**config.mk**
```make
export PLATFORM = sky130hd
export DESIGN_NAME = wal_record_checker_unit_flat
export DESIGN_NICKNAME = d
export VERILOG_FILES = /design/src/sv/wrc_pkg.sv /design/src/sv/wrc_stream_if.sv /design/src/sv/wrc_front.sv /design/src/sv/wrc_queue.sv /design/src/sv/wrc_back.sv /design/src/sv/wal_record_checker_unit.sv /design/src/flat_wrapper.sv
export VERILOG_INCLUDE_DIRS = /design/src /design/src/sv
export SDC_FILE = /design/constraint.sdc
export NUM_CORES = 1
export LEC_CHECK = 0
export BUFFER_PORTS_ARGS = -buffer_cell sky130_fd_sc_hd__buf_4
export CELL_PAD_IN_SITES_DETAIL_PLACEMENT = 0
export CELL_PAD_IN_SITES_GLOBAL_PLACEMENT = 1
export CORE_MARGIN = 3
export CORE_UTILIZATION = 47
export DETAILED_ROUTE_END_ITERATION = 6
export PLACE_DENSITY_LB_ADDON = 0.1
export SYNTH_ARGS = -nofsm -noshare
export SYNTH_HDL_FRONTEND = slang
export SYNTH_SLANG_ARGS = --single-unit
```
**constraint.sdc**
```tcl
create_clock -name clk -period 10.57 [get_ports clk]
set_input_delay 2.114 -clock clk [delete_from_list [all_inputs] [get_ports clk]]
set_output_delay 2.114 -clock clk [all_outputs]
set_load 0.01 [all_outputs]
```
**src/sv/wal_record_checker_unit_macros.svh**
```systemverilog
// Assertion macros shared by the wal record checker RTL.
// Each macro expects clk and rst_n in the enclosing module scope.
`ifndef WAL_RECORD_CHECKER_UNIT_MACROS_SVH
`define WAL_RECORD_CHECKER_UNIT_MACROS_SVH

// Expression must hold at every clock edge outside reset
`define WRC_ASSERT_ALWAYS(label, expr, msg) \
    label: assert property (@(posedge clk) disable iff (!rst_n) (expr)) else $error(msg);

// Same-cycle implication
`define WRC_ASSERT_IMPLIES(label, ante, cons, msg) \
    label: assert property (@(posedge clk) disable iff (!rst_n) (ante) |-> (cons)) \
        else $error(msg);

// Next-cycle implication
`define WRC_ASSERT_NEXT(label, ante, cons, msg) \
    label: assert property (@(posedge clk) disable iff (!rst_n) (ante) |=> (cons)) \
        else $error(msg);

`endif

```
**src/sv/wrc_pkg.sv**
```systemverilog
// Package for the wal record checker: item types, codes, constants, CRC step.
// No dependencies.
`timescale 1ns / 1ps

package wrc_pkg;

    // Magic words and CRC constants
    localparam logic [31:0] FILE_MAGIC  = 32'h5241_4654;
    localparam logic [31:0] REC_MAGIC   = 32'hE0E0_E0E0;
    localparam logic [31:0] CRC_ONES    = 32'hFFFF_FFFF;
    localparam logic [31:0] CRC_POLY    = 32'hEDB8_8320;

    // Byte positions in the file header
    localparam logic [31:0] MAGIC_LAST  = 32'd3;
    localparam logic [31:0] TERM_LAST   = 32'd15;
    localparam logic [31:0] VOTE_FIRST  = 32'd16;
    localparam logic [31:0] VOTE_LAST   = 32'd52;
    localparam logic [31:0] HEADER_LAST = 32'd63;

    // Byte positions in a record header
    localparam logic [31:0] REC_TERM_LAST  = 32'd11;
    localparam logic [31:0] REC_INDEX_LAST = 32'd19;
    localparam logic [31:0] REC_KIND_AT    = 32'd20;
    localparam logic [31:0] RECHDR_LAST    = 32'd24;
    localparam logic [31:0] CHECK_LAST     = 32'd3;

    // Parser phases
    typedef enum logic [2:0] {
        PH_FILE,
        PH_RECHDR,
        PH_PAYLOAD,
        PH_CRC,
        PH_STOPPED
    } phase_t;

    // Result kinds
    localparam logic [2:0] KIND_TERM     = 3'd0;
    localparam logic [2:0] KIND_VOTE     = 3'd1;
    localparam logic [2:0] KIND_PAYLOAD  = 3'd2;
    localparam logic [2:0] KIND_VERIFIED = 3'd3;
    localparam logic [2:0] KIND_STOPPED  = 3'd4;

    // Stop status codes
    localparam logic [2:0] ST_CLEAN_END     = 3'd0;
    localparam logic [2:0] ST_BAD_FILE      = 3'd1;
    localparam logic [2:0] ST_SHORT_HEADER  = 3'd2;
    localparam logic [2:0] ST_SHORT_RECHDR  = 3'd3;
    localparam logic [2:0] ST_BAD_ENTRY     = 3'd4;
    localparam logic [2:0] ST_SHORT_PAYLOAD = 3'd5;
    localparam logic [2:0] ST_SHORT_CHECK   = 3'd6;
    localparam logic [2:0] ST_CHECK_FAIL    = 3'd7;

    typedef struct packed {
        logic [7:0] file_byte;
        logic       end_of_file;
    } in_item_t;

    typedef struct packed {
        logic [2:0]  result_kind;
        logic [2:0]  stop_status;
        logic [63:0] term_value;
        logic [63:0] entry_index;
        logic [7:0]  entry_kind;
        logic [31:0] payload_length;
        logic [7:0]  out_byte;
    } out_item_t;

    typedef struct packed {
        logic full;
        logic empty;
    } queue_stat_t;

    // One byte of reflected CRC-32
    function automatic logic [31:0] crc_update(input logic [31:0] crc, input logic [7:0] b);
        logic [31:0] c;
        c = crc ^ {24'd0, b};
        for (int i = 0; i < 8; i++) begin
            c = c[0] ? ((c >> 1) ^ CRC_POLY) : (c >> 1);
        end
        return c;
    endfunction

endpackage

```
**src/sv/wrc_stream_if.sv**
```systemverilog
// Valid/ready channel interfaces for the byte input and the result output.
// Depends on wrc_pkg.
`timescale 1ns / 1ps

interface wrc_byte_if;
    logic               valid;
    logic               ready;
    wrc_pkg::in_item_t  payload;

    modport source (output valid, output payload, input ready);
    modport sink   (input valid, input payload, output ready);
endinterface

interface wrc_result_if;
    logic               valid;
    logic               ready;
    wrc_pkg::out_item_t payload;

    modport source (output valid, output payload, input ready);
    modport sink   (input valid, input payload, output ready);
endinterface

```
**src/sv/wrc_front.sv**
```systemverilog
// Front end: parses the log byte stream, runs the record CRC, classifies results.
// Depends on wrc_pkg, wrc_stream_if and the assertion macro header.
`timescale 1ns / 1ps
`include "wal_record_checker_unit_macros.svh"

module wrc_front (
    input  logic                clk,
    input  logic                rst_n,
    wrc_byte_if.sink            log_bytes,
    input  wrc_pkg::queue_stat_t qstat,
    output logic                push_valid,
    output wrc_pkg::out_item_t  push_item
);

    wrc_pkg::phase_t phase_reg, phase_next;
    logic [31:0] count_reg, count_next;
    logic [63:0] shift_reg, shift_next;
    logic [63:0] term_reg, term_next;
    logic [63:0] index_reg, index_next;
    logic [7:0]  kind_reg, kind_next;
    logic [31:0] length_reg, length_next;
    logic [31:0] crc_reg, crc_next;

    logic        accept;
    logic [7:0]  b;
    logic [63:0] shifted;
    logic [31:0] count_inc;
    logic [31:0] crc_step;
    logic        eof_beat;
    logic        stopped;
    logic        at_start;

    // Take a beat whenever the queue has room for its result
    assign log_bytes.ready = !qstat.full;
    assign accept          = log_bytes.valid && log_bytes.ready;
    assign b               = log_bytes.payload.file_byte;
    assign shifted         = {shift_reg[55:0], b};
    assign count_inc       = count_reg + 32'd1;
    assign crc_step        = wrc_pkg::crc_update(crc_reg, b);

    // Status terms for the checks below
    assign eof_beat = accept && log_bytes.payload.end_of_file;
    assign stopped  = (phase_reg == wrc_pkg::PH_STOPPED);
    assign at_start = (phase_reg == wrc_pkg::PH_FILE) && (count_reg == '0);

    // State registers
    always_ff @(posedge clk or negedge rst_n)
    begin
        if (!rst_n)
        begin
            phase_reg  <= wrc_pkg::PH_FILE;
            count_reg  <= '0;
            shift_reg  <= '0;
            term_reg   <= '0;
            index_reg  <= '0;
            kind_reg   <= '0;
            length_reg <= '0;
            crc_reg    <= wrc_pkg::CRC_ONES;
        end
        else
        begin
            phase_reg  <= phase_next;
            count_reg  <= count_next;
            shift_reg  <= shift_next;
            term_reg   <= term_next;
            index_reg  <= index_next;
            kind_reg   <= kind_next;
            length_reg <= length_next;
            crc_reg    <= crc_next;
        end
    end

    // Parser next state and result classification
    always_comb
    begin
        phase_next  = phase_reg;
        count_next  = count_reg;
        shift_next  = shift_reg;
        term_next   = term_reg;
        index_next  = index_reg;
        kind_next   = kind_reg;
        length_next = length_reg;
        crc_next    = crc_reg;
        push_valid  = 1'b0;
        push_item   = '0;

        if (accept)
        begin
            if (log_bytes.payload.end_of_file)
            begin
                // End of file: report clean end or truncation, then reset state
                push_valid = (phase_reg != wrc_pkg::PH_STOPPED);
                push_item.result_kind = wrc_pkg::KIND_STOPPED;
                case (phase_reg)
                    wrc_pkg::PH_FILE:    push_item.stop_status = wrc_pkg::ST_SHORT_HEADER;
                    wrc_pkg::PH_RECHDR:  push_item.stop_status = (count_reg == '0) ?
                                             wrc_pkg::ST_CLEAN_END : wrc_pkg::ST_SHORT_RECHDR;
                    wrc_pkg::PH_PAYLOAD: push_item.stop_status = wrc_pkg::ST_SHORT_PAYLOAD;
                    default:             push_item.stop_status = wrc_pkg::ST_SHORT_CHECK;
                endcase
                phase_next  = wrc_pkg::PH_FILE;
                count_next  = '0;
                shift_next  = '0;
                term_next   = '0;
                index_next  = '0;
                kind_next   = '0;
                length_next = '0;
                crc_next    = wrc_pkg::CRC_ONES;
            end
            else
            begin
                case (phase_reg)
                    wrc_pkg::PH_FILE:
                    begin
                        shift_next = shifted;
                        count_next = count_inc;
                        if (count_reg == wrc_pkg::MAGIC_LAST &&
                            shifted[31:0] != wrc_pkg::FILE_MAGIC)
                        begin
                            phase_next            = wrc_pkg::PH_STOPPED;
                            push_valid            = 1'b1;
                            push_item.result_kind = wrc_pkg::KIND_STOPPED;
                            push_item.stop_status = wrc_pkg::ST_BAD_FILE;
                        end
                        else
                        begin
                            if (count_reg == wrc_pkg::TERM_LAST)
                            begin
                                push_valid            = 1'b1;
                                push_item.result_kind = wrc_pkg::KIND_TERM;
                                push_item.term_value  = shifted;
                            end
                            else if (count_reg >= wrc_pkg::VOTE_FIRST &&
                                     count_reg <= wrc_pkg::VOTE_LAST)
                            begin
                                push_valid            = 1'b1;
                                push_item.result_kind = wrc_pkg::KIND_VOTE;
                                push_item.out_byte    = b;
                            end
                            if (count_reg == wrc_pkg::HEADER_LAST)
                            begin
                                phase_next = wrc_pkg::PH_RECHDR;
                                count_next = '0;
                                crc_next   = wrc_pkg::CRC_ONES;
                            end
                        end
                    end
                    wrc_pkg::PH_RECHDR:
                    begin
                        crc_next   = crc_step;
                        shift_next = shifted;
                        count_next = count_inc;
                        if (count_reg == wrc_pkg::MAGIC_LAST &&
                            shifted[31:0] != wrc_pkg::REC_MAGIC)
                        begin
                            phase_next            = wrc_pkg::PH_STOPPED;
                            push_valid            = 1'b1;
                            push_item.result_kind = wrc_pkg::KIND_STOPPED;
                            push_item.stop_status = wrc_pkg::ST_BAD_ENTRY;
                        end
                        else if (count_reg == wrc_pkg::REC_TERM_LAST)
                        begin
                            term_next = shifted;
                        end
                        else if (count_reg == wrc_pkg::REC_INDEX_LAST)
                        begin
                            index_next = shifted;
                        end
                        else if (count_reg == wrc_pkg::REC_KIND_AT)
                        begin
                            kind_next = b;
                        end
                        else if (count_reg == wrc_pkg::RECHDR_LAST)
                        begin
                            length_next = shifted[31:0];
                            count_next  = '0;
                            phase_next  = (shifted[31:0] != '0) ?
                                          wrc_pkg::PH_PAYLOAD : wrc_pkg::PH_CRC;
                        end
                    end
                    wrc_pkg::PH_PAYLOAD:
                    begin
                        crc_next              = crc_step;
                        count_next            = count_inc;
                        push_valid            = 1'b1;
                        push_item.result_kind = wrc_pkg::KIND_PAYLOAD;
                        push_item.out_byte    = b;
                        if (count_inc == length_reg)
                        begin
                            count_next = '0;
                            phase_next = wrc_pkg::PH_CRC;
                        end
                    end
                    wrc_pkg::PH_CRC:
                    begin
                        shift_next = shifted;
                        count_next = count_inc;
                        if (count_reg == wrc_pkg::CHECK_LAST)
                        begin
                            push_valid = 1'b1;
                            if (shifted[31:0] != ~crc_reg)
                            begin
                                phase_next            = wrc_pkg::PH_STOPPED;
                                push_item.result_kind = wrc_pkg::KIND_STOPPED;
                                push_item.stop_status = wrc_pkg::ST_CHECK_FAIL;
                            end
                            else
                            begin
                                push_item.result_kind    = wrc_pkg::KIND_VERIFIED;
                                push_item.term_value     = term_reg;
                                push_item.entry_index    = index_reg;
                                push_item.entry_kind     = kind_reg;
                                push_item.payload_length = length_reg;
                                phase_next               = wrc_pkg::PH_RECHDR;
                                count_next               = '0;
                                crc_next                 = wrc_pkg::CRC_ONES;
                            end
                        end
                    end
                    default:
                    begin
                        // stopped: discard bytes until end of file
                    end
                endcase
            end
        end
    end

    `WRC_ASSERT_IMPLIES(a_stopped_silent, accept && stopped, !push_valid, "push while stopped")
    `WRC_ASSERT_NEXT(a_eof_resets, eof_beat, at_start, "end of file did not reset parser")

endmodule

```
**src/sv/wrc_queue.sv**
```systemverilog
// Short result queue between parser front end and output stage.
// Depends on wrc_pkg and the assertion macro header.
`timescale 1ns / 1ps
`include "wal_record_checker_unit_macros.svh"

module wrc_queue #(
    parameter int DEPTH = 4
) (
    input  logic                 clk,
    input  logic                 rst_n,
    input  logic                 push,
    input  wrc_pkg::out_item_t   push_item,
    input  logic                 pop,
    output wrc_pkg::out_item_t   head_item,
    output wrc_pkg::queue_stat_t qstat
);

    localparam int PTR_W = (DEPTH > 1) ? $clog2(DEPTH) : 1;
    localparam int CNT_W = $clog2(DEPTH + 1);
    localparam logic [PTR_W-1:0] PTR_LAST = PTR_W'(DEPTH - 1);
    localparam logic [CNT_W-1:0] CNT_FULL = CNT_W'(DEPTH);

    wrc_pkg::out_item_t mem [DEPTH];

    logic [PTR_W-1:0] wr_ptr_reg, wr_ptr_next;
    logic [PTR_W-1:0] rd_ptr_reg, rd_ptr_next;
    logic [CNT_W-1:0] cnt_reg, cnt_next;

    assign qstat.full  = (cnt_reg == CNT_FULL);
    assign qstat.empty = (cnt_reg == '0);
    assign head_item   = mem[rd_ptr_reg];

    // Pointer and fill-count update
    always_comb
    begin
        wr_ptr_next = wr_ptr_reg;
        rd_ptr_next = rd_ptr_reg;
        cnt_next    = cnt_reg;
        if (push)
        begin
            wr_ptr_next = (wr_ptr_reg == PTR_LAST) ? '0 : wr_ptr_reg + 1'b1;
        end
        if (pop)
        begin
            rd_ptr_next = (rd_ptr_reg == PTR_LAST) ? '0 : rd_ptr_reg + 1'b1;
        end
        if (push && !pop)
        begin
            cnt_next = cnt_reg + 1'b1;
        end
        else if (pop && !push)
        begin
            cnt_next = cnt_reg - 1'b1;
        end
    end

    always_ff @(posedge clk or negedge rst_n)
    begin
        if (!rst_n)
        begin
            wr_ptr_reg <= '0;
            rd_ptr_reg <= '0;
            cnt_reg    <= '0;
        end
        else
        begin
            wr_ptr_reg <= wr_ptr_next;
            rd_ptr_reg <= rd_ptr_next;
            cnt_reg    <= cnt_next;
        end
    end

    // Storage, no reset
    always_ff @(posedge clk)
    begin
        if (push)
        begin
            mem[wr_ptr_reg] <= push_item;
        end
    end

    `WRC_ASSERT_ALWAYS(a_no_overflow, !(push && qstat.full && !pop), "push into full queue")
    `WRC_ASSERT_ALWAYS(a_no_underflow, !(pop && qstat.empty), "pop from empty queue")
    `WRC_ASSERT_NEXT(a_fill_tracks, push && !pop, cnt_reg == $past(cnt_reg) + 1'b1, "fill count lost a push")

endmodule

```
**src/sv/wrc_back.sv**
```systemverilog
// Back end: output register that drains the result queue onto the result channel.
// Depends on wrc_pkg and wrc_stream_if.
`timescale 1ns / 1ps

module wrc_back (
    input  logic                 clk,
    input  logic                 rst_n,
    input  wrc_pkg::out_item_t   head_item,
    input  wrc_pkg::queue_stat_t qstat,
    output logic                 pop,
    wrc_result_if.source         results
);

    logic               out_valid_reg, out_valid_next;
    wrc_pkg::out_item_t out_item_reg;

    // Refill the output register when it is empty or its beat is being taken
    assign pop            = !qstat.empty && (!out_valid_reg || results.ready);
    assign out_valid_next = pop ? 1'b1 : (out_valid_reg && !results.ready);

    always_ff @(posedge clk or negedge rst_n)
    begin
        if (!rst_n)
        begin
            out_valid_reg <= 1'b0;
        end
        else
        begin
            out_valid_reg <= out_valid_next;
        end
    end

    always_ff @(posedge clk)
    begin
        if (pop)
        begin
            out_item_reg <= head_item;
        end
    end

    assign results.valid   = out_valid_reg;
    assign results.payload = out_item_reg;

endmodule

```
**src/sv/wal_record_checker_unit.sv**
```systemverilog
// Top level of the wal record checker: front end parser, result queue, output stage.
// Depends on wrc_pkg, wrc_stream_if, wrc_front, wrc_queue and wrc_back.
//
// Usage:
//   log_bytes carries the log file one byte per beat (file_byte) or an
//   end-of-file marker (end_of_file = 1, byte ignored). results carries at
//   most one result per input beat: the file term, each voted-for byte,
//   each payload byte, a verified record summary, or a stop with status.
//   Throughput is one byte per cycle while the queue is not full; the parser
//   state and the per-byte CRC-32 update complete in the cycle the beat is
//   accepted. A result is written into the queue at the edge that accepts
//   its input beat and, with the output stage free, is on the results
//   channel from the next edge on.
//   Receiver stall: results queue in a QUEUE_DEPTH-entry buffer plus the
//   output register; log_bytes.ready drops only when the queue is full.
//   Reset: parser waits for a file header, queue and output are empty.
//   After a stop, bytes are dropped until the end-of-file beat, which
//   returns the parser to its reset state.
`timescale 1ns / 1ps

module wal_record_checker_unit #(
    parameter int QUEUE_DEPTH = 4
) (
    input  logic          clk,
    input  logic          rst_n,
    wrc_byte_if.sink      log_bytes,
    wrc_result_if.source  results
);

    logic                 push_valid;
    wrc_pkg::out_item_t   push_item;
    logic                 pop;
    wrc_pkg::out_item_t   head_item;
    wrc_pkg::queue_stat_t qstat;

    wrc_front u_front (
        .clk        (clk),
        .rst_n      (rst_n),
        .log_bytes  (log_bytes),
        .qstat      (qstat),
        .push_valid (push_valid),
        .push_item  (push_item)
    );

    wrc_queue #(
        .DEPTH (QUEUE_DEPTH)
    ) u_queue (
        .clk       (clk),
        .rst_n     (rst_n),
        .push      (push_valid),
        .push_item (push_item),
        .pop       (pop),
        .head_item (head_item),
        .qstat     (qstat)
    );

    wrc_back u_back (
        .clk       (clk),
        .rst_n     (rst_n),
        .head_item (head_item),
        .qstat     (qstat),
        .pop       (pop),
        .results   (results)
    );

endmodule
```
**src/flat_wrapper.sv**
```systemverilog
// flat-port wrapper written by rule: the top's interface ports become plain ports
module wal_record_checker_unit_flat 
#(
    parameter int QUEUE_DEPTH = 4
)
  (clk, rst_n, log_bytes_valid, log_bytes_payload, log_bytes_ready, results_valid, results_payload, results_ready);
  wrc_byte_if log_bytes_i ();
  wrc_result_if results_i ();
  input  logic clk;
  input  logic rst_n;
  input wire logic [$bits(log_bytes_i.valid)-1:0] log_bytes_valid;
  input wire logic [$bits(log_bytes_i.payload)-1:0] log_bytes_payload;
  output wire logic [$bits(log_bytes_i.ready)-1:0] log_bytes_ready;
  output wire logic [$bits(results_i.valid)-1:0] results_valid;
  output wire logic [$bits(results_i.payload)-1:0] results_payload;
  input wire logic [$bits(results_i.ready)-1:0] results_ready;
  assign log_bytes_i.valid = log_bytes_valid;
  assign log_bytes_i.payload = log_bytes_payload;
  assign log_bytes_ready = log_bytes_i.ready;
  assign results_valid = results_i.valid;
  assign results_payload = results_i.payload;
  assign results_i.ready = results_ready;
  wal_record_checker_unit #(.QUEUE_DEPTH(QUEUE_DEPTH)) u_core (.clk(clk), .rst_n(rst_n), .log_bytes(log_bytes_i), .results(results_i));
endmodule
```
* After elaboration in Yosys (flattened, before gate mapping)
Memory sizes are Yosys's and may differ from the RTL's. A register that Yosys moved wholly into a read port is not among the register bits. Index checks and enable logic that the tools add are counted. W data, S select, Z words.
Word-level totals: register bits 299, latch bits 0, RAM bits 728, bits in read-only memories 0, input port bits 13, logic and storage cells 202, memories kept 1
Operators by class: add/subtract/negate cells 5, multiply operators 0, div/mod/pow operators 0, magnitude comparators 2, equality and inequality tests 32, shift-type cells 0, multiplexer cells 102, bitwise gates (word level) 10, reduce and logical (&&, ||, !) cells 38
Memory list:
- u_core.u_queue.mem | depth 4, bits a word 182, rd ports 1, clocked after memory_dff 1, write ports 1, line wrc_queue.sv:23 | wrc_pkg::out_item_t mem [DEPTH];
Operator list (number):
- $mux W32 | 31
- $mux W64 | 11
- $mux W182 | 1
- $mux W176 | 1
- $mux W174 | 1
- $mux W168 | 1
- $pmux W32 S4 | 1
- $pmux W64 S2 | 1
- $mux W56 | 2
- $not A13 Y14 | 8
- $mux W104 | 1
- $eq A32 B5 Y1 const B | 3
- $pmux W32 S3 | 1
- $mux W8 | 9
- $eq A32 B4 Y1 const B | 2
- $mux W3 | 16
- $add A32 B1 Y32 const B | 1
- $eq A32 B2 Y1 const B | 1
- $eq A32 B32 Y1 | 1
- $eq A32 B6 Y1 const B | 1
- $ge A32 B5 Y1 const B | 1
- $le A32 B6 Y1 const B | 1
- $logic_not A32 Y1 | 1
- $ne A32 B31 Y1 const B | 1
- other kinds (39) | 91

* Longest topological paths before layout
Gate-level depths: netlist (run 1).
word-level depth 19, gate-level depth with buffers 15, gate-level depth less buffers 15

* Cells and area by module
A second synthesis (run 1) with hierarchy kept.
Unflattened totals: cell total of the unflattened synthesis 3003, area total of the unflattened synthesis 47700.7 um^2
Modules (own cells, without submodules):
- wrc_queue | instances 1, cells an instance 988, area each 26740.6 um^2, seq. area each 22036.1 um^2
- wrc_front | instances 1, cells an instance 1828, area each 15444.8 um^2, seq. area each 7322.0 um^2
- wrc_back | instances 1, cells an instance 187, area each 5515.3 um^2, seq. area each 5490.3 um^2

* Worst setup path before layout (run 1)
OpenSTA, ideal clock, no wires.
kind input -> register, start input results_ready, end register u_core.u_queue.cnt_reg[1], data arrival time 12610 ps, data required time 10445 ps, slack -2165 ps, cell stages on the path 7, buffers on the path 0, cell sequence inv_1 -> a21oi_1 -> inv_1 -> ha_1 -> inv_1 -> fa_1 -> mux2_2
On the way: longest elaborated chain between the ends 5, elaborated cells on any way between the ends 7, classes of those cells mux: 1; reduce/logical: 6
Ends and longest elaborated chain:
- start: declaration | line flat_wrapper.sv:16 | input wire logic [$bits(results_i.ready)-1:0] results_ready;
- $logic_or A1 B1 Y1 | line wrc_back.sv:18 | assign pop = !qstat.empty && (!out_valid_reg || results.ready);
- $logic_and A1 B1 Y1 | line wrc_back.sv:18
- named net u_core.pop | line wal_record_checker_unit.sv:32 | logic pop;
- $logic_not A1 Y1 | line wrc_queue.sv:47 | if (push && !pop)
- $logic_and A1 B1 Y1 | line wrc_queue.sv:47
- $mux W3 | line wrc_queue.sv:47
- named net u_core.u_queue.cnt_next[1] | line wrc_queue.sv:27 | logic [CNT_W-1:0] cnt_reg, cnt_next;
- end signal: assignment | line wrc_queue.sv:69 | cnt_reg <= cnt_next;
- end: declaration | line wrc_queue.sv:27
The timed path passes the listed nets, and every way through them passes these cells. A chain may end at the register's enable or synchronous reset.

==> results of run 1 <==
[layer usage]
metal	part of all wire [%]	up-vias	track usage, %
met5	0	-	0
met4	3.8	0	9.36
met1	44	13700	32.4
li1	-	11900	-
met3	4.8	183	3.53
met2	48	690	36.4
[per-stage QoR]
step | hold slack (ns) | area, sq um | cells | setup WS (ns) | power (mW)
2_1_floorplan | 0.442 | 48100 | 3055 | 2.03 | 9.58
3_3_place_gp | 0.455 | 51000 | 4457 | 4.21 | 11.3
3_5_place_dp | 0.462 | 51000 | 4457 | 4.24 | 11.3
4_1_cts | 0.476 | 54900 | 4685 | 4.99 | 15.6
5_1_grt | 0.499 | 54900 | 4686 | 4.74 | 16.1
6_report | 0.468 | 54900 | 4688 | 4.99 | 15.3
[how the worst max path moves through the flow]
stage	depth (start not counted)	slack, ns	endpoint
detailed placement	12	4.24	u_core.u_queue.mem[1][108]
finish	12	4.99	u_core.u_queue.mem[1][100]
floorplan	7	2.03	u_core.u_queue.cnt_reg[1]
global route	12	4.74	u_core.u_queue.mem[1][100]
CTS	12	4.99	u_core.u_queue.mem[1][100]
global placement	12	4.21	u_core.u_queue.mem[0][90]
[cells in the mapped netlist, types with 4 or more instances]
master       n
a21oi_1     30
a22oi_1     64
a31oi_1     35
a41oi_1      4
and2_1     119
and3_1       5
buf_1       32
buf_2       26
buf_4        5
clkbuf_1   122
dfrtp_1    267
dfstp_2     32
edfxtp_1   910
ha_1        11
inv_1       28
mux2_2       5
mux4_2     182
nand2_1    367
nand3_1     26
nand4_1     28
nor2_1     152
nor2b_1      6
nor3_1      21
nor4_1      31
o2111ai_1    6
o211ai_1    23
o211ai_2     8
o21ai_0    257
o21ai_1     10
o221ai_1    15
o22ai_1      4
o31ai_1      4
or2_2        5
or3_1        4
or4_1        4
xnor2_1    100
xor2_1      48
[report_power, final]
| part | leakage [nW] | switching (mW) | total [mW] | internal [mW] |
|---|---|---|---|---|
| Sequential | 12.6 | 0.656 | 7.01 | 6.35 |
| Clock | 1.89 | 1.79 | 4.21 | 2.42 |
| Combinational | 4.80 | 2.36 | 4.11 | 1.75 |
| Total | 19.3 | 4.80 | 15.3 | 10.5 |
[layout make-up]
type | instances | area (sq um)
antenna | 3 | 7.51
clock buffer | 164 | 3230
clock inverter | 64 | 693
fill | 8201 | 45800
inverter | 30 | 113
multi-input combinational | 1630 | 12500
sequential | 1209 | 34900
tap | 1357 | 1700
timing repair buffer | 231 | 1820
[cells by family after synthesis]
kind of cell               count (synthesis)  synth area share [%]
AOI/OAI and AO/OA                        489                  6.27
xor gates and xnor gates                 148                  2.70
adders and majority gates                 12                 0.328
buffers and inverters                    216                  1.81
DFF                                     1209                  72.5
muxes                                    191                  8.74
and+or+nand+nor                          790                  7.69
[cells in the final DEF (no fill, tap or decap), types with 23 or more instances in the layout]
master       n
a22oi_1     64
o21ai_0    255
nor4_1      31
nor2_1     152
mux4_2     182
o211ai_1    23
nand4_1     28
nand2_1    367
dfstp_2     32
buf_4      224
xnor2_1    100
inv_1       28
xor2_1      48
clkbuf_1    38
a21oi_1     28
edfxtp_1   910
and2_1     115
clkbuf_16  120
dfrtp_1    265
nand3_1     26
a31oi_1     35
[critical path, delay by kind of cell]
| kind | cells | cell delay (ns) |
|---|---|---|
| buffers and inverters | 4 | 1.34 |
| adders and majority gates | 1 | 0.28 |
| xor gates and xnor gates | 1 | 0.66 |
| and+or+nand+nor | 6 | 1.65 |
==> reports/results.ini, run 1 <==
[synth]
synthFlopType = edfxtp_1
ys_warn_count = 0
synth.distinct_cells = 77
synth_top_area_share_pct = 56.8
synth_area_sq_um = 48100
ys_ff_latch = 1209
yosysSeqAreaShare_pct = 72.5
async_flop_share_pct = 24.7
synth_edf_count = 910
synth_cells = 3055
syn_avg_cell_area_sq_um = 15.7
yosys-top-cells-area = edfxtp_1, dfrtp_1, mux4_2
synthesis.nets = 3080
synth.largest_area_cell = edfxtp_1

[drt]
ant_nets = 0
drc = 0
via_per_inst = 5.66
drt-total-wl_mm = 122
firstDrtPassIters = 5
wl_per_cell_um = 26.0
via_count = 26600
drt_iter0_drc = 2415

[setup_path]
slowest_stage = buf_4
worst_r2r_path_depth = 10
r2r-start = u_core.u_front.count_reg[20]
critPathRequiredTime_ns = 11.11
crit_chain = buf_4, xor2_1, ha_1, nand4_1, or4_1, or3_1, nor3_2, inv_1, nor3_4, buf_4, buf_4, and2_1
max_stage_delay_ns = 0.70
cp-end-kind = flop
crit_fanout = 64
crit_top_cell = buf_4
r2r_end = u_core.u_queue.mem[2][51]
crit_type = primary input to flop
worstSetupStartpoint = log_bytes_payload[4]
arrival_ns = 6.12
r2r_slack_ns = 5.27
start_kind = primary input

[grt]
overflow = 0
grt_pass1_wl_mm = 182
grt_usage_pct = 23.1
grt_max_degree = 169
grt_pass1_vias = 27600
antenna_found_initial = 6

[timing]
layout_min_cycle_time_ns = 5.58
max_slew_margin_pct = 14.2
setup_viol = 0
hold_viol_final = 0
rsz0062_at_grt = false
drv_slew = 0
min_period_over_period_pct = 52.8
tns_ns = 0
fmax_ghz = 0.179
skew_ns = 0.0277
worstMarginPinSlew_ns = 1.29

[place]
portBuffers = 196
dp_hpwl_mm = 74.3
finalWeightedCongestion = 0.845

[cells_and_area]
drive_gt1_share_pct = 20.1
utilization_pct = 54.5
final_nets = 3246
largest_register = u_core.u_queue.mem
largest_reg_flops = 728
area_delta_synth_final_pct = 14.1

[worst_hold_path]
min_from = u_core.u_front.index_reg[51]
hold-path-endpoint = u_core.u_front.index_reg[51]
min_path_type = flop to flop
holdPathStages = 2

[cts]
root_buffer = clkbuf_16
cts.path.max_buffers = 3
clk_latency_ns = 0.71
postCtsSetupBuffers = 0
htreeDepth = 3
cts-buffers-inserted = 119
cts_tree = yes
path_clk_slew_ns = 0.06
cts.sinks = 1209
postCtsHoldBufs = 0
cts_resized = 0

[die]
rows = 116
die_h_um = 326
dieArea_sq_um = 106000
die_w_um = 326
coreArea_sq_um = 101000
initial_core_util_pct = 47.7
io_pins = 197

[power_and_ir_drop]
peakVddDrop_mv = 0.272
leakagePower_nw = 19.3
powerDensity_nw_per_um2 = 279

[run]
maxCapViolCount = 0

[run_status]
status = completed

(Power assumes the default switching activity.)
==> run 2, diff against run 1 <==
clock period = 4.6 ns   (was 10.57 ns; I/O delays follow)
==> run 2 against run 1 <==
  * Total power up 130%
  * Global-route usage down 0.064 points
  * Final area up 2.2%
  * Combinational power up 140%
  * Via count up 1.4%
  * Critical path type is now flop to flop
  * Critical endpoint is now u_core.u_front.count_reg[27]
==> reports/results.ini, run 2 (synthesized netlist as in run 1, its figures left out) <==
[power_and_ir_drop]
peakVddDrop_mv = 0.449
powerDensity_nw_per_um2 = 639
leakagePower_nw = 19.9

[cells_and_area]
largest_register = u_core.u_queue.mem
mostFrequentLayoutCells = edfxtp_1, nand2_1, dfrtp_1
largest_reg_flops = 728
drive_gt1_share_pct = 22.3
area_delta_synth_final_pct = 16.6
final_nets = 3318
nFillCells = 8004
final_cells = 4753
final_common_cell = edfxtp_1

[grt]
grt_pass1_wl_mm = 183
grt_pass1_vias = 27800
grt_max_degree = 129
overflow = 0
antenna_found_initial = 3
grt_usage_pct = 23.0

[timing]
rsz0062_at_grt = false
skew_ns = 0.0223
min_period_over_period_pct = 87.5
setup_viol = 0
worstMarginPinSlew_ns = 1.05
fmax_ghz = 0.248
drv_slew = 0
layout_min_cycle_time_ns = 4.03
hold_viol_final = 0
max_slew_margin_pct = 30.2
hold_ws_ns = 0.297

[die]
die_w_um = 326
io_pins = 197
coreArea_sq_um = 101000
initial_core_util_pct = 47.7
rows = 116
die_h_um = 326
dieArea_sq_um = 106000

[drt]
firstDrtPassIters = 6
via_count = 26900
drc = 0
drt-total-wl_mm = 121
wl_per_cell_um = 25.5
via_per_inst = 5.67
ant_nets = 0
drt_iter0_drc = 2416

[setup_path]
cp-end-kind = flop
r2r_end = u_core.u_front.count_reg[27]
r2r-start = u_core.u_front.count_reg[5]
endpoint = u_core.u_front.count_reg[27]
crit_fanout = 15
arrival_ns = 4.56
r2r_slack_ns = 0.57
crit_type = flop to flop
slowest_stage = or4_1
critPathRequiredTime_ns = 5.14
start_kind = flop
worst_r2r_path_depth = 10
crit_chain = nand4_1, or4_1, nor4_2, xnor2_1, nand3_1, nor4_1, a31oi_4, o21ai_4, buf_4, o221ai_1
worstSetupStartpoint = u_core.u_front.count_reg[5]
max_stage_delay_ns = 0.74

[cts]
path_clk_slew_ns = 0.07
postCtsHoldBufs = 0
clk_latency_ns = 0.70
htreeDepth = 3
cts.sinks = 1209
cts_tree = yes
cts.path.max_buffers = 3
cts-buffers-inserted = 120
root_buffer = clkbuf_16
cts_resized = 0
postCtsSetupBuffers = 0

[run]
maxCapViolCount = 0

[place]
finalWeightedCongestion = 0.882
dp_hpwl_mm = 78.7
portBuffers = 196
place_inst = 4528

[run_status]
status = completed

[worst_hold_path]
min_path_type = primary input to asynchronous set/reset pin

## run 2: worst max-delay path, delay by kind of cell (launching register included)
family                 cells  cell delay, ns
AND/OR/NAND/NOR            5            2.10
buffers and inverters      1            0.22
flip-flops                 1            0.56
XOR/XNOR                   1            0.20
AO/OA/AOI/OAI              3            0.76
## run 2: where the power goes
group	leakage, nW	internal (mW)	switching (mW)
combinational	5.30	4.34	5.44
sequential	12.6	14.6	1.49
clock	2.01	5.89	4.12
## run 2: cell type report
class | count | area [sq um] | share of cell area (%)
flip-flops and latches | 1209 | 34900 | 62.1
multi-input cells | 1630 | 12500 | 22.2
clock buffers | 149 | 3310 | 5.90
repair buffers | 302 | 2840 | 5.06
well taps | 1357 | 1700 | 3.03
clock inverters | 75 | 790 | 1.41
inverters | 30 | 121 | 0.216
diodes | 1 | 2.50 | 0.00446
## run 2: how the worst min path moves through the flow
stage | start | to | slack (ns) | cells past startpoint
after floorplan | u_core.u_front.index_reg[0] | u_core.u_front.index_reg[0] | 0.44 | 2
after global placement | u_core.u_front.kind_reg[0] | u_core.u_front.kind_reg[0] | 0.46 | 2
after detailed placement | u_core.u_front.index_reg[3] | u_core.u_front.index_reg[3] | 0.46 | 2
after CTS | rst_n | u_core.u_front.term_reg[18] | 0.30 | 1
after global routing | rst_n | u_core.u_front.term_reg[11] | 0.33 | 1
final | rst_n | u_core.u_front.term_reg[11] | 0.30 | 1
## run 2: metal layers
layer / track usage [%] / routed length, um / vias up
met3: 3.29 / 6140 / 157
met2: 37.5 / 59100 / 792
met4: 6.85 / 3180 / 0
li1: - / - / 12100
met5: 0 / 0 / -
met1: 32.5 / 52700 / 13900
## run 2: through the flow
stage | TNS, ns | utilization, % | setup slack, ns | area (sq um) | power (mW)
after CTS | 0 | 55.7 | 0.606 | 56100 | 36.3
final | 0 | 55.7 | 0.574 | 56100 | 35.8
after global routing | 0 | 55.7 | 0.292 | 56100 | 37.6
after floorplan | -1.36 | - | -0.662 | 48100 | 21.8
after global placement | 0 | 51.6 | 0.392 | 52000 | 26.1
after detailed placement | 0 | 51.6 | 0.325 | 52000 | 26.3
